$ cat src/sv/psce_pkg.sv
package psce_pkg;

  localparam int unsigned CharW = 8;
  localparam int unsigned PadW  = 3;
  localparam int unsigned CfgAddrW = 1;
  localparam int unsigned CfgDataW = 3;

  typedef logic [CharW-1:0] char_t;
  typedef logic [PadW-1:0]  pad_t;

  // Configuration register indexes.
  localparam logic [CfgAddrW-1:0] REG_FOLD_LOWERCASE = 1'd0;
  localparam logic [CfgAddrW-1:0] REG_PAD_COUNT      = 1'd1;

  localparam char_t SHIFT_IN  = 8'h0F;
  localparam char_t SHIFT_OUT = 8'h0E;
  localparam char_t PAD_BYTE  = 8'h80;
  localparam char_t NEWLINE   = 8'h0A;
  localparam char_t CAR_RET   = 8'h0D;
  localparam char_t CASE_BIT  = 8'h20;

  // What one input character turns into.
  typedef struct packed {
    logic  zero;        // drops without any output
    char_t first_byte;  // first byte to send
    char_t ch;          // folded character
    logic  has_prefix;  // a shift byte goes before the character
    logic  nl;          // CR and padding follow the character
    logic  last;        // first byte is the only byte
    logic  mode_nxt;    // Russian mode after this item
  } dec_t;

endpackage

$ cat src/sv/printer_shift_code_encoder_top.sv
// An item goes from the input register through the decoder into the output register.
// Throughput: one item per cycle while each gives one byte and out_tready is high; an item
// that gives k bytes holds the output register until all k are taken (up to nine for a newline with seven pads).
// The input register takes the next item while earlier bytes still drain.
// Reset (rst_n low, synchronous) empties both registers, returns to Latin mode,
// and sets folding on and the pad count to four.
module printer_shift_code_encoder_top (
  input  logic                            clk,
  input  logic                            rst_n,
  input  logic                            in_tvalid,
  output logic                            in_tready,
  input  logic [7:0]                      in_tdata,   // [7:0] char_in
  output logic                            out_tvalid,
  input  logic                            out_tready,
  output logic [7:0]                      out_tdata,  // [7:0] char_out
  output logic                            out_tlast,
  input  logic                            cfg_we,
  input  logic [psce_pkg::CfgAddrW-1:0]   cfg_addr,
  input  logic [psce_pkg::CfgDataW-1:0]   cfg_wdata
);

  logic fold_r;
  psce_pkg::pad_t pad_count_r;
  logic mode_r;

  logic            inq_valid_r;
  psce_pkg::char_t inq_char_r;

  // Bytes still owed by the item in progress.
  logic            ch_pend_r;
  psce_pkg::char_t ch_r;
  logic            cr_pend_r;
  psce_pkg::pad_t  pad_left_r;

  logic            out_valid_r;
  psce_pkg::char_t out_data_r;
  logic            out_last_r;

  psce_pkg::dec_t dec;
  logic out_free;
  logic busy;
  logic take;

  psce_decode u_decode (
    .char_in        (inq_char_r),
    .fold_lowercase (fold_r),
    .russian_mode   (mode_r),
    .dec            (dec)
  );

  assign out_free  = !out_valid_r || out_tready;
  assign busy      = ch_pend_r || cr_pend_r || (pad_left_r != '0);
  assign take      = inq_valid_r && !busy && (dec.zero || out_free);
  assign in_tready = !inq_valid_r || take;

  assign out_tvalid = out_valid_r;
  assign out_tdata  = out_data_r;
  assign out_tlast  = out_last_r;

  always_ff @(posedge clk) begin
    if (!rst_n) begin
      fold_r      <= 1'b1;
      pad_count_r <= 3'd4;
    end else if (cfg_we) begin
      case (cfg_addr)
        psce_pkg::REG_FOLD_LOWERCASE: fold_r      <= cfg_wdata[0];
        psce_pkg::REG_PAD_COUNT:      pad_count_r <= cfg_wdata[psce_pkg::PadW-1:0];
        default: ;
      endcase
    end
  end

  always_ff @(posedge clk) begin
    if (!rst_n) begin
      inq_valid_r <= 1'b0;
    end else if (in_tready) begin
      inq_valid_r <= in_tvalid;
    end
  end

  always_ff @(posedge clk) begin
    if (in_tready && in_tvalid) begin
      inq_char_r <= in_tdata;
    end
  end

  always_ff @(posedge clk) begin
    if (!rst_n) begin
      mode_r      <= 1'b0;
      ch_pend_r   <= 1'b0;
      cr_pend_r   <= 1'b0;
      pad_left_r  <= '0;
      out_valid_r <= 1'b0;
    end else if (busy && out_free) begin
      // Drain the item in progress: character, then CR, then padding.
      out_valid_r <= 1'b1;
      if (ch_pend_r) begin
        ch_pend_r <= 1'b0;
      end else if (cr_pend_r) begin
        cr_pend_r <= 1'b0;
      end else begin
        pad_left_r <= pad_left_r - 3'd1;
      end
    end else if (take && !dec.zero) begin
      mode_r      <= dec.mode_nxt;
      ch_pend_r   <= dec.has_prefix;
      cr_pend_r   <= dec.nl;
      pad_left_r  <= dec.nl ? pad_count_r : '0;
      out_valid_r <= 1'b1;
    end else if (out_tready) begin
      out_valid_r <= 1'b0;
    end
  end

  always_ff @(posedge clk) begin
    if (busy && out_free) begin
      if (ch_pend_r) begin
        out_data_r <= ch_r;
        out_last_r <= !cr_pend_r && (pad_left_r == '0);
      end else if (cr_pend_r) begin
        out_data_r <= psce_pkg::CAR_RET;
        out_last_r <= (pad_left_r == '0);
      end else begin
        out_data_r <= psce_pkg::PAD_BYTE;
        out_last_r <= (pad_left_r == 3'd1);
      end
    end else if (take && !dec.zero) begin
      out_data_r <= dec.first_byte;
      out_last_r <= dec.last;
      ch_r       <= dec.ch;
    end
  end

endmodule

$ cat src/sv/psce_decode.sv
module psce_decode (
  input  psce_pkg::char_t char_in,
  input  logic            fold_lowercase,
  input  logic            russian_mode,
  output psce_pkg::dec_t  dec
);

  psce_pkg::char_t c;
  logic is_lower;
  logic is_latin;
  logic is_cyr;
  logic do_so;
  logic do_si;

  always_comb begin
    is_lower = ((char_in >= 8'h61) && (char_in <= 8'h7A)) ||
               ((char_in >= 8'hC0) && (char_in <= 8'hDF));
    c = (fold_lowercase && is_lower) ? (char_in ^ psce_pkg::CASE_BIT) : char_in;
    is_latin = ((c >= 8'h61) && (c <= 8'h7A)) || ((c >= 8'h41) && (c <= 8'h5A));
    is_cyr   = (c >= 8'hE0) && (c <= 8'hFE);
    do_so = is_cyr && !russian_mode;
    do_si = is_latin && russian_mode;

    dec.zero       = (char_in == '0);
    dec.ch         = c;
    dec.has_prefix = do_so || do_si;
    dec.nl         = (c == psce_pkg::NEWLINE);
    dec.last       = !(do_so || do_si) && (c != psce_pkg::NEWLINE);
    if (do_so) begin
      dec.first_byte = psce_pkg::SHIFT_OUT;
    end else if (do_si) begin
      dec.first_byte = psce_pkg::SHIFT_IN;
    end else begin
      dec.first_byte = c;
    end

    // An explicit shift character sets the mode the same way as a prefix.
    if (do_so || (c == psce_pkg::SHIFT_OUT)) begin
      dec.mode_nxt = 1'b1;
    end else if (do_si || (c == psce_pkg::SHIFT_IN)) begin
      dec.mode_nxt = 1'b0;
    end else begin
      dec.mode_nxt = russian_mode;
    end
  end

endmodule

$ cat config.mk
export PLATFORM = sky130hd
export DESIGN_NAME = printer_shift_code_encoder_top
export DESIGN_NICKNAME = d
export VERILOG_FILES = /design/src/sv/psce_pkg.sv /design/src/sv/printer_shift_code_encoder_top.sv /design/src/sv/psce_decode.sv
export SDC_FILE = /design/constraint.sdc
export NUM_CORES = 1
export LEC_CHECK = 0
export BUFFER_PORTS_ARGS = -buffer_cell sky130_fd_sc_hd__buf_4
export CORE_MARGIN = 1.5
export CORE_UTILIZATION = 50
export CTS_CLUSTER_DIAMETER = 200
export CTS_CLUSTER_SIZE = 10
export DETAILED_ROUTE_END_ITERATION = 12
export PLACE_DENSITY = 0.72
export SYNTH_ARGS = -nofsm -noshare
export SYNTH_HDL_FRONTEND = slang
export SYNTH_SLANG_ARGS = --single-unit
$ cat constraint.sdc
create_clock -name clk -period 3.9 [get_ports clk]
set_input_delay 0.39 -clock clk [delete_from_list [all_inputs] [get_ports clk]]
set_output_delay 0.39 -clock clk [all_outputs]
set_load 0.05 [all_outputs]
==> parameters.txt, run 1 <==
Parameter                              Value

Logic synthesis
  Top_reg_cell synth ... sky130_fd_sc_hd__edfxtp_1
  Synthesized area ... 1720 µm²
  Syn Nets ... 173
  Fraction of post-synthesis cell area in the top cell type by area ... 43.6%
  Post-synthesis register bit count ... 37
  Number of enable flip-flop cells after synthesis ... 25
  Mean Syn Cell Area ... 11.2 µm²
  Count of distinct cell types in the synthesized netlist ... 39
  Top cells by area in the synthesized netlist ... sky130_fd_sc_hd__edfxtp_1 44%, sky130_fd_sc_hd__dfxtp_1 14%, sky130_fd_sc_hd__o21ai_0 3.5%
  Proportion of synthesized flip-flops having asynchronous set or reset ... 0%
  Syn Inst Count ... 153
  Sequential area share after synthesis ... 57.6%
  Largest area contributor in the synthesized netlist ... sky130_fd_sc_hd__edfxtp_1
  Warning count from the yosys run ... 0

STA
  Worst rel slew slack ... 45.0%
  Post-route fraction of the period consumed by the critical path ... 64.8%
  Slew Viols, Final ... 0
  Setup skew after layout ... 0.00603 ns
  Actual transition at the worst max-transition pin ... 0.824 ns
  Worst hold slack across all endpoints ... 0.218 ns
  Total negative slack for setup checks ... 0 ns
  Max Clock Freq ... 395 MHz
  Final setup viols ... 0
  Count of endpoints failing hold in the final timing report ... 0
  Period minus WS final ... 2.53 ns
  Unrepaired setup endpoints after global routing ... no

Power
  Total design power ... 1.59 mW
  Worst supply voltage drop on vdd ... 0.333 mV
  LEAKAGE ... 0.748 nW
  P per Cell Area ... 782 nW/µm²

Critical path
  CP bufs+invs ... 1
  CP Data Required Time ... 3.51 ns
  Most Frequent Cell on Critical Path ... sky130_fd_sc_hd__nand2_1
  CP startpoint kind ... register
  Type of the setup path with the least slack ... reg -> out
  Family of cells with the greatest summed delay on the critical path ... simple AND/OR/NAND/NOR gates
  Slowest library cell on the worst path ... sky130_fd_sc_hd__or4_4
  CP cell instances ... or4_4 -> o21ai_0 -> nand2_1 -> nand2_1 -> buf_4
  Worst EP arrival ... 2.14 ns
  Critical-path maximum fanout ... 10
  Kind of end point of the critical path ... output pin
  Max stage delay on crit path ... 0.63 ns

Clock network
  CTS tree ... done
  Post-CTS setup-driven buffer insertion count ... 0
  Cells resized by post-CTS repair ... 0
  Clock root cell ... sky130_fd_sc_hd__clkbuf_4
  Clock latency on the worst-skew pair ... 0.34 ns
  CTS clk-pin slew, worst paths ... 0.10 ns
  H-tree level count ... 2
  Max clock buf depth ... 2
  CTS Sinks ... 37
  Hold bufs inserted after CTS ... 0
  Number of buffers created by CTS ... 5

Min path
  Tightest Hold Check Type ... in -> reg

Drt
  Routed len/inst ... 14.6 µm
  Drt drc ... 0
  Via density ... 5.79
  Post-Route WL ... 3.35 mm
  Number of vias in the routed layout ... 1325
  Number of DRC violations after detailed-routing iteration 0 ... 74
  First drt pass iteration count ... 4
  Final antenna-violating net count ... 0

Cells and area
  Synth-to-layout area growth ... 18.5%
  # fillers ... 277
  Layout cell share with drive strength beyond 1 ... 25.7%
  Post-layout utilization of the core ... 61.6%
  Final layout net count ... 202
  Number of antenna repair diodes ... 0

Floorplan
  Number of placement rows ... 21
  Die Span X ... 61.7 µm
  Initial cell density of the core ... 52.0%
  Floorplan die area ... 3800 µm²
  Area of the core ... 3310 µm²
  Top-level port count ... 28
  Die height ... 61.7 µm

GRT
  Vias in the first global route ... 1171
  Global-route wire length before repair ... 5.26 mm
  Number of antenna violations at the first check in global routing ... 0
  Largest net degree at the start of global routing ... 14
  Total track usage ... 19.7%
  GRT Residual Overflow ... 0

Outcome
  Status ... complete, no violations

Place
  Routability congestion estimate from global placement ... 0.871
  Final HPWL DP ... 2.49 mm
  Port Buffer Count ... 27

Job
  Max Cap Viol ... 0
-- cell usage in the layout (no fill, tap or decap), types with 3 or more instances in the layout --
cell type / synthesis / final
sky130_fd_sc_hd__a21oi_1: 10 / 10
sky130_fd_sc_hd__a31oi_1: 4 / 4
sky130_fd_sc_hd__a32o_1: 3 / 3
sky130_fd_sc_hd__buf_4: 0 / 27
sky130_fd_sc_hd__clkbuf_4: 0 / 5
sky130_fd_sc_hd__dfxtp_1: 12 / 12
sky130_fd_sc_hd__edfxtp_1: 25 / 25
sky130_fd_sc_hd__ha_1: 3 / 3
sky130_fd_sc_hd__inv_1: 6 / 6
sky130_fd_sc_hd__nand2_1: 15 / 15
sky130_fd_sc_hd__nand2b_1: 3 / 3
sky130_fd_sc_hd__nand3_1: 9 / 9
sky130_fd_sc_hd__nor2_1: 11 / 11
sky130_fd_sc_hd__nor3_1: 4 / 4
sky130_fd_sc_hd__o211ai_1: 3 / 3
sky130_fd_sc_hd__o21ai_0: 12 / 12
-- synthesized netlist by cell type, types with 4 or more instances --
cell,instances
sky130_fd_sc_hd__edfxtp_1,25
sky130_fd_sc_hd__nand2_1,15
sky130_fd_sc_hd__dfxtp_1,12
sky130_fd_sc_hd__o21ai_0,12
sky130_fd_sc_hd__nor2_1,11
sky130_fd_sc_hd__a21oi_1,10
sky130_fd_sc_hd__nand3_1,9
sky130_fd_sc_hd__inv_1,6
sky130_fd_sc_hd__a31oi_1,4
sky130_fd_sc_hd__nor3_1,4
-- state kept, by name (all words and copies together), names as in the netlist --
| name | count |
|---|---|
| pad_count_r | 3 |
| out_tlast | 1 |
| out_tdata | 8 |
| cr_pend_r | 1 |
| fold_r | 1 |
| inq_valid_r | 1 |
| ch_pend_r | 1 |
| out_tvalid | 1 |
| ch_r | 8 |
| inq_char_r | 8 |
| mode_r | 1 |
| pad_left_r | 3 |
-- path summary, 6_finish.rpt --
check                                     from             end  slack (ns)  depth (start not counted)
worst max-delay path             inq_char_r[2]       in_tready        1.37                          5
worst min-delay path               in_tdata[5]   inq_char_r[5]        0.22                          1
worst max register to register   inq_char_r[2]   inq_char_r[4]        1.50                          4
worst min register to register  pad_count_r[1]  pad_count_r[1]        0.47                          2
-- cell type report --
class	count	area (µm²)	share of cell area (%)
clock buffers	7	55.1	2.70
clock inverters	1	30.0	1.47
inverters	7	26.3	1.29
multi-input cells	104	677	33.2
flip-flops and latches	37	991	48.6
well taps	46	57.6	2.82
repair buffers	27	203	9.94
-- per-stage QoR --
stage	cells	setup slack, ns	instance area, µm²
floorplan	153	1.71	1720
global placement	221	1.54	1950
detailed placement	221	1.51	1950
CTS	229	1.38	2040
global route	229	1.23	2040
finish	229	1.37	2040
-- report_power, final --
part           switching (mW)  total (mW)  internal, mW
registers              0.0591       0.626         0.567
clock network           0.123       0.276         0.153
logic                   0.465       0.693         0.229
-- metal layers --
metal  global-route usage (%)  vias to the layer above  share of wire (%)
met5                        0                        -                  0
met4                     13.1                        0                3.6
met3                     4.41                       16                5.2
met2                     31.0                       52                 50
met1                     24.4                      615                 42
li1                         -                      642                  -
-- worst register-to-register path: stages, from the launching register on --
cell	delay (ns)
sky130_fd_sc_hd__edfxtp_1	0.56
sky130_fd_sc_hd__or4_4	0.63
sky130_fd_sc_hd__o21ai_0	0.18
sky130_fd_sc_hd__nand2_1	0.09
sky130_fd_sc_hd__a21oi_1	0.58
-- cells by family (layout without fill, tap and decap cells) --
| family | count (synthesis) | after routing | share of synthesized area (%) |
|---|---|---|---|
| and+or+nand+nor | 54 | 54 | 18.2 |
| adders and majority gates | 3 | 3 | 2.18 |
| DFF | 37 | 37 | 57.6 |
| muxes | 2 | 2 | 1.16 |
| AOI/OAI and AO/OA | 45 | 45 | 17.8 |
| buffers and inverters | 12 | 42 | 3.05 |
Power figures use the tool's default switching activity.
==> run 2, diff against run 1 <==
Settings changed: ABC_AREA from default to 1.
Clock period 3.9 ns to 2.4 ns, I/O delays scaled along.
==> run 2 against run 1 <==
Effect of this change:
- flip-flop and latch count unchanged
- via count up 9.0%
- worst hold slack worse by 0.15 ns
- synthesized cell count rose by 31%
- area after synthesis grew 3.5%
- setup slack got worse by 0.97 ns
- cell area rose by 2.9%
- first-iteration DRC count rose by 1.4%
- sequential power rose by 60%
- register-to-register slack got worse by 1.1 ns
- routed wire length down 1.7%
- largest cell class unchanged
==> parameters.txt, run 2 <==
Parameter                              Value

GRT
  Global-route wire length before repair ... 5.83 mm
  Total track usage ... 18.9%
  Vias in the first global route ... 1317
  Largest net degree at the start of global routing ... 14
  GRT Residual Overflow ... 0
  Number of antenna violations at the first check in global routing ... 0

Drt
  Final antenna-violating net count ... 0
  Post-Route WL ... 3.29 mm
  Routed len/inst ... 11.7 µm
  Drt drc ... 0
  First drt pass iteration count ... 5
  Number of vias in the routed layout ... 1444
  Number of DRC violations after detailed-routing iteration 0 ... 75
  Via density ... 5.14

Logic synthesis
  Post-synthesis simple-gate area fraction ... 24.0%
  Fraction of post-synthesis cell area in the top cell type by area ... 42.2%
  Count leader, synth ... sky130_fd_sc_hd__nand2_1
  Largest area contributor in the synthesized netlist ... sky130_fd_sc_hd__edfxtp_1
  Fraction of the mapped netlist area in compound gates ... 11.2%
  Post-synthesis register bit count ... 37
  Sequential area share after synthesis ... 55.7%
  Most numerous cell types in the synthesized netlist ... 40 x sky130_fd_sc_hd__nand2_1, 25 x sky130_fd_sc_hd__edfxtp_1, 24 x sky130_fd_sc_hd__inv_1
  Warning count from the yosys run ... 0
  Number of enable flip-flop cells after synthesis ... 25
  Post-synthesis xor/xnor area fraction ... 0%
  Count of distinct cell types in the synthesized netlist ... 27
  Dominant combinational cell family by area after synthesis ... simple AND/OR/NAND/NOR gates
  Syn Nets ... 220
  Top_reg_cell synth ... sky130_fd_sc_hd__edfxtp_1
  Proportion of synthesized flip-flops having asynchronous set or reset ... 0%
  Portion of netlist area occupied by mux cells ... 0%
  Synthesized area ... 1780 µm²
  Adder-Cell Fraction of Synth Area ... 2.11%
  Syn Inst Count ... 200
  Mean Syn Cell Area ... 8.90 µm²
  Top cells by area in the synthesized netlist ... sky130_fd_sc_hd__edfxtp_1 42%, sky130_fd_sc_hd__dfxtp_1 13%, sky130_fd_sc_hd__nand2_1 8.4%

Clock network
  CTS Sinks ... 37
  Clock latency on the worst-skew pair ... 0.34 ns
  Post-CTS setup-driven buffer insertion count ... 0
  CTS tree ... done
  Max clock buf depth ... 2
  Clock root cell ... sky130_fd_sc_hd__clkbuf_4
  Number of buffers created by CTS ... 5
  CTS clk-pin slew, worst paths ... 0.11 ns
  Cells resized by post-CTS repair ... 0
  H-tree level count ... 2
  Hold bufs inserted after CTS ... 0

Critical path
  Worst EP arrival ... 1.76 ns
  CP Data Required Time ... 2.16 ns
  Type of the setup path with the least slack ... reg -> out
  CP startpoint kind ... register
  Critical-path maximum fanout ... 6
  Kind of end point of the critical path ... output pin

Cells and area
  Final layout net count ... 254
  Final Cell Area ... 2100 µm²
  Top library cells by usage in the layout, fill and taps aside ... 40 x sky130_fd_sc_hd__nand2_1, 28 x sky130_fd_sc_hd__buf_4, 25 x sky130_fd_sc_hd__edfxtp_1
  Layout cell share with drive strength beyond 1 ... 25.1%
  Number of antenna repair diodes ... 0
  Synth-to-layout area growth ... 17.8%
  Most common cell after layout, fill and taps aside ... sky130_fd_sc_hd__nand2_1

Place
  Routability congestion estimate from global placement ... 0.842
  Placed instance area ... 2040 µm²
  Final HPWL DP ... 2.51 mm
  Port Buffer Count ... 27

STA
  Worst rel slew slack ... 70.6%
  Worst hold slack across all endpoints ... 0.0666 ns
  Post-route fraction of the period consumed by the critical path ... 83.2%
  Period minus WS final ... 2.00 ns
  Slew Viols, Final ... 0
  Setup skew after layout ... 0.0114 ns
  Total negative slack for setup checks ... 0 ns
  Count of endpoints failing hold in the final timing report ... 0
  Max Clock Freq ... 501 MHz
  Final setup viols ... 0
  Unrepaired setup endpoints after global routing ... no
  Actual transition at the worst max-transition pin ... 0.440 ns

Floorplan
  Top-level port count ... 28
  Initial cell density of the core ... 52.9%
  Floorplan die area ... 3930 µm²
  Area of the core ... 3360 µm²
  Die Span X ... 62.7 µm
  Number of placement rows ... 21
  Die height ... 62.7 µm

Min path
  Tightest Hold Check Type ... in -> reg

Power
  Worst supply voltage drop on vdd ... 0.736 mV
  LEAKAGE ... 0.944 nW
  P per Cell Area ... 1180 nW/µm²

Job
  Max Cap Viol ... 0

Outcome
  Status ... complete, no violations
run 2: worst paths after layout:
kind         depth (start not counted)  slack [ns]     startpoint       endpoint
max                                  7        0.40  inq_char_r[7]      in_tready
min                                  1        0.07    in_tdata[4]  inq_char_r[4]
max reg2reg                         13        0.42  inq_char_r[7]  pad_left_r[0]
min reg2reg                          2        0.47  pad_left_r[1]  pad_left_r[1]
run 2: cells by family (layout without fill, tap and decap cells):
group / count (synthesis) / in the layout
flip-flops: 37 / 37
AND/OR/NAND/NOR: 91 / 91
buffers and inverters: 33 / 68
AO/OA/AOI/OAI: 36 / 36
adder cells (fa/ha/maj): 3 / 3
run 2: report_power, final:
group          switching, mW  total (mW)  internal [mW]  leakage, nW
Sequential            0.0792        1.00          0.926        0.337
Combinational          0.828        1.15          0.324        0.576
Clock                  0.208       0.318          0.110       0.0310
Total                   1.11        2.47           1.36        0.944
run 2: final cells by class:
| type | count | area (µm²) |
|---|---|---|
| clock buffers | 5 | 37.5 |
| well taps | 46 | 57.6 |
| clock inverters | 3 | 17.5 |
| repair buffers | 28 | 210 |
| fillers | 312 | 1260 |
| multi-input cells | 130 | 664 |
| flip-flops and latches | 37 | 991 |
| inverters | 32 | 120 |
run 2: routing by layer:
layer  routed length, µm  vias up  GRT usage, %
met2                1530       51          30.5
met4                  64        0          9.17
met1                1500      653          24.5
met3                 201        6          3.78
met5                   0        -             0
li1                    -      734             -
run 2: per-stage QoR:
| stage | worst slack (ns) | power (mW) | util [%] | instances |
|---|---|---|---|---|
| after floorplan | 0.592 | 1.88 | - | 200 |
| after global placement | 0.419 | 2.17 | 60.8 | 273 |
| after detailed placement | 0.431 | 2.18 | 60.8 | 273 |
| after CTS | 0.387 | 2.50 | 62.4 | 281 |
| after global routing | 0.195 | 2.66 | 62.4 | 281 |
| final | 0.404 | 2.47 | 62.4 | 281 |
run 2: critical path, cell delays in order, from the launching register on:
cell and delay [ns]:
sky130_fd_sc_hd__edfxtp_1 0.52, sky130_fd_sc_hd__nor2_2 0.16, sky130_fd_sc_hd__and3_4 0.21, sky130_fd_sc_hd__nand2_1 0.08, sky130_fd_sc_hd__nand2_1 0.08, sky130_fd_sc_hd__nand2_2 0.07
sky130_fd_sc_hd__nand2_1 0.09, sky130_fd_sc_hd__buf_4 0.20
==> run 3, diff against run 2 <==
Settings changed: PLACE_DENSITY 0.72 to 0.75.
Clock period 2.4 ns to 1.7 ns, I/O delays scaled along.
==> run 3 against run 2 <==
Effect of this change:
- the run now ends with negative setup slack left
- setup slack worse by 0.67 ns
- cell count up 21%
- clock-buffer cell count unchanged
- largest power group unchanged
- register-to-register slack worse by 0.66 ns
- highest routed layer unchanged
- sequential power up 40%
- die area unchanged
- utilization up 21 points
- routed wire length up 77%
- worst hold slack worse by 0.0016 ns
==> parameters.txt, run 3 (synthesis results as in run 2) <==
Parameter                              Value

Cells and area
  Layout cell share with drive strength beyond 1 ... 47.3%
  # fillers ... 181
  Post-layout utilization of the core ... 83.8%
  Number of antenna repair diodes ... 0
  Final layout net count ... 313
  Most common cell after layout, fill and taps aside ... sky130_fd_sc_hd__buf_4
  Top library cells by usage in the layout, fill and taps aside ... 69 x sky130_fd_sc_hd__buf_4, 30 x sky130_fd_sc_hd__nand2_1, 25 x sky130_fd_sc_hd__edfxtp_1
  Synth-to-layout area growth ... 58.3%

Drt
  Drt drc ... 0
  Routed len/inst ... 17.1 µm
  First drt pass iteration count ... 5
  Post-Route WL ... 5.82 mm
  Final antenna-violating net count ... 0
  Number of vias in the routed layout ... 1877
  Number of DRC violations after detailed-routing iteration 0 ... 132
  Via density ... 5.52

Floorplan
  Area of the core ... 3360 µm²
  Initial cell density of the core ... 52.9%
  Die height ... 62.7 µm
  Number of placement rows ... 21
  Floorplan die area ... 3930 µm²
  Die Span X ... 62.7 µm
  Top-level port count ... 28

STA
  Count of endpoints failing hold in the final timing report ... 0
  Slew Viols, Final ... 0
  Final setup viols ... 42
  Unrepaired setup endpoints after global routing ... yes
  Setup skew after layout ... 0.00814 ns
  Worst-case setup margin in the final layout ... -0.268 ns
  Total negative slack for setup checks ... -7.26 ns
  Actual transition at the worst max-transition pin ... 0.361 ns
  Period minus WS final ... 1.97 ns
  Worst rel slew slack ... 75.9%
  Max Clock Freq ... 508 MHz
  Post-route fraction of the period consumed by the critical path ... 116%

Outcome
  Status ... finished with violations
  Violated checks ... negative setup slack

Power
  P per Cell Area ... 1640 nW/µm²
  Worst supply voltage drop on vdd ... 1.72 mV
  Fraction of power spent switching nets ... 41.3%
  LEAKAGE ... 1.31 nW
  Power share of the combinational group ... 52.8%
  Net switching power ... 1.90 mW
  Internal ... 2.71 mW
  Total design power ... 4.61 mW
  Sequential share of power ... 30.4%
  Clk pwr share ... 16.8%

Critical path
  CP startpoint kind ... register
  Type of the setup path with the least slack ... reg -> out
  Slowest library cell on the worst path ... sky130_fd_sc_hd__edfxtp_1
  CP Data Required Time ... 1.53 ns
  Worst EP arrival ... 1.80 ns
  Kind of end point of the critical path ... output pin
  Max stage delay on crit path ... 0.46 ns
  CP cell instances ... inv_2 -> nand2_2 -> nor3_4 -> nand2_4 -> nand2_2 -> nand2_2 -> buf_6 -> nand2_4 -> buf_8
  Most Frequent Cell on Critical Path ... sky130_fd_sc_hd__nand2_2
  Critical-path maximum fanout ... 4

Clock network
  Number of buffers created by CTS ... 5
  CTS clk-pin slew, worst paths ... 0.12 ns
  CTS Sinks ... 37
  Clock root cell ... sky130_fd_sc_hd__clkbuf_4
  H-tree level count ... 2
  Clock latency on the worst-skew pair ... 0.36 ns
  CTS tree ... done
  Max clock buf depth ... 2

GRT
  Number of antenna violations at the first check in global routing ... 0
  Vias in the first global route ... 1686
  GRT Residual Overflow ... 0
  Largest net degree at the start of global routing ... 13
  Total track usage ... 24.5%
  Global-route wire length before repair ... 7.33 mm

Min path
  Tightest Hold Check Type ... in -> reg

Job
  Max Cap Viol ... 0

Place
  Worst slack after detailed placement ... -0.112 ns
  Final HPWL DP ... 2.79 mm
  Routability congestion estimate from global placement ... 0.813
  Port Buffer Count ... 27
[run 3: changes by cell type in the layout (fill, tap and decap cells not counted), sizes merged]
cell,delta
bufinv,+2
dlygate4sd3,+8
clkinv,-1
buf,+51
inv,-1
[run 3: final timing paths]
path	slack, ns	startpoint	end	depth (start not counted)
worst max register to register	-0.24	inq_char_r[3]	out_tdata[1]	11
worst min register to register	0.49	pad_left_r[1]	pad_left_r[1]	2
worst min-delay path	0.06	cfg_wdata[0]	fold_r	3
worst max-delay path	-0.27	inq_char_r[2]	in_tready	9
[run 3: repair_timing]
item                       4_1_cts  5_1_grt
hold buffers                     8        0
setup endpoints to repair       41       42
pin swaps                        9       14
hold endpoints to repair         8        0
cloned                           0        0
gates resized for setup         24       29
setup buffers                    8       13
[run 3: layout make-up]
class,instances,area [µm²],share of cell area [%]
Clock buffer,5,37.5,1.33
Clock inverter,3,65.1,2.31
Inverter,32,126,4.48
Multi-Input combinational cell,130,808,28.7
Sequential cell,37,991,35.2
Tap cell,46,57.6,2.04
Timing Repair Buffer,87,732,26.0
[run 3: power by group through the flow]
| stage | clock network (mW) | registers [mW] | logic [mW] |
|---|---|---|---|
| global route | 0.809 | 1.43 | 2.59 |
| global placement | 0 | 1.42 | 1.99 |
| detailed placement | 0 | 1.42 | 2.01 |
| floorplan | 0 | 1.87 | 0.807 |
| CTS | 0.762 | 1.39 | 2.17 |
| finish | 0.773 | 1.40 | 2.43 |
[run 3: metrics by stage]
stage	hold WS [ns]	instance area, µm²	cells
4_1_cts	0.0460	2620	327
5_1_grt	0.0485	2820	340
2_1_floorplan	0.269	1790	200
3_3_place_gp	0.348	2300	303
3_5_place_dp	0.350	2300	303
6_report	0.0650	2820	340
[run 3: layer usage]
layer	track usage (%)	part of all wire (%)	routed length (µm)
met5	0	0	0
met4	11.4	2.9	170
met2	44.6	52	3010
met1	26.3	38	2220
met3	6.49	7.1	411
[run 3: worst max-delay path: cells and delay by family (launching register included)]
family | cells | cell delay, ns
flip-flops | 1 | 0.46
AND/OR/NAND/NOR | 6 | 0.60
buffers and inverters | 3 | 0.39
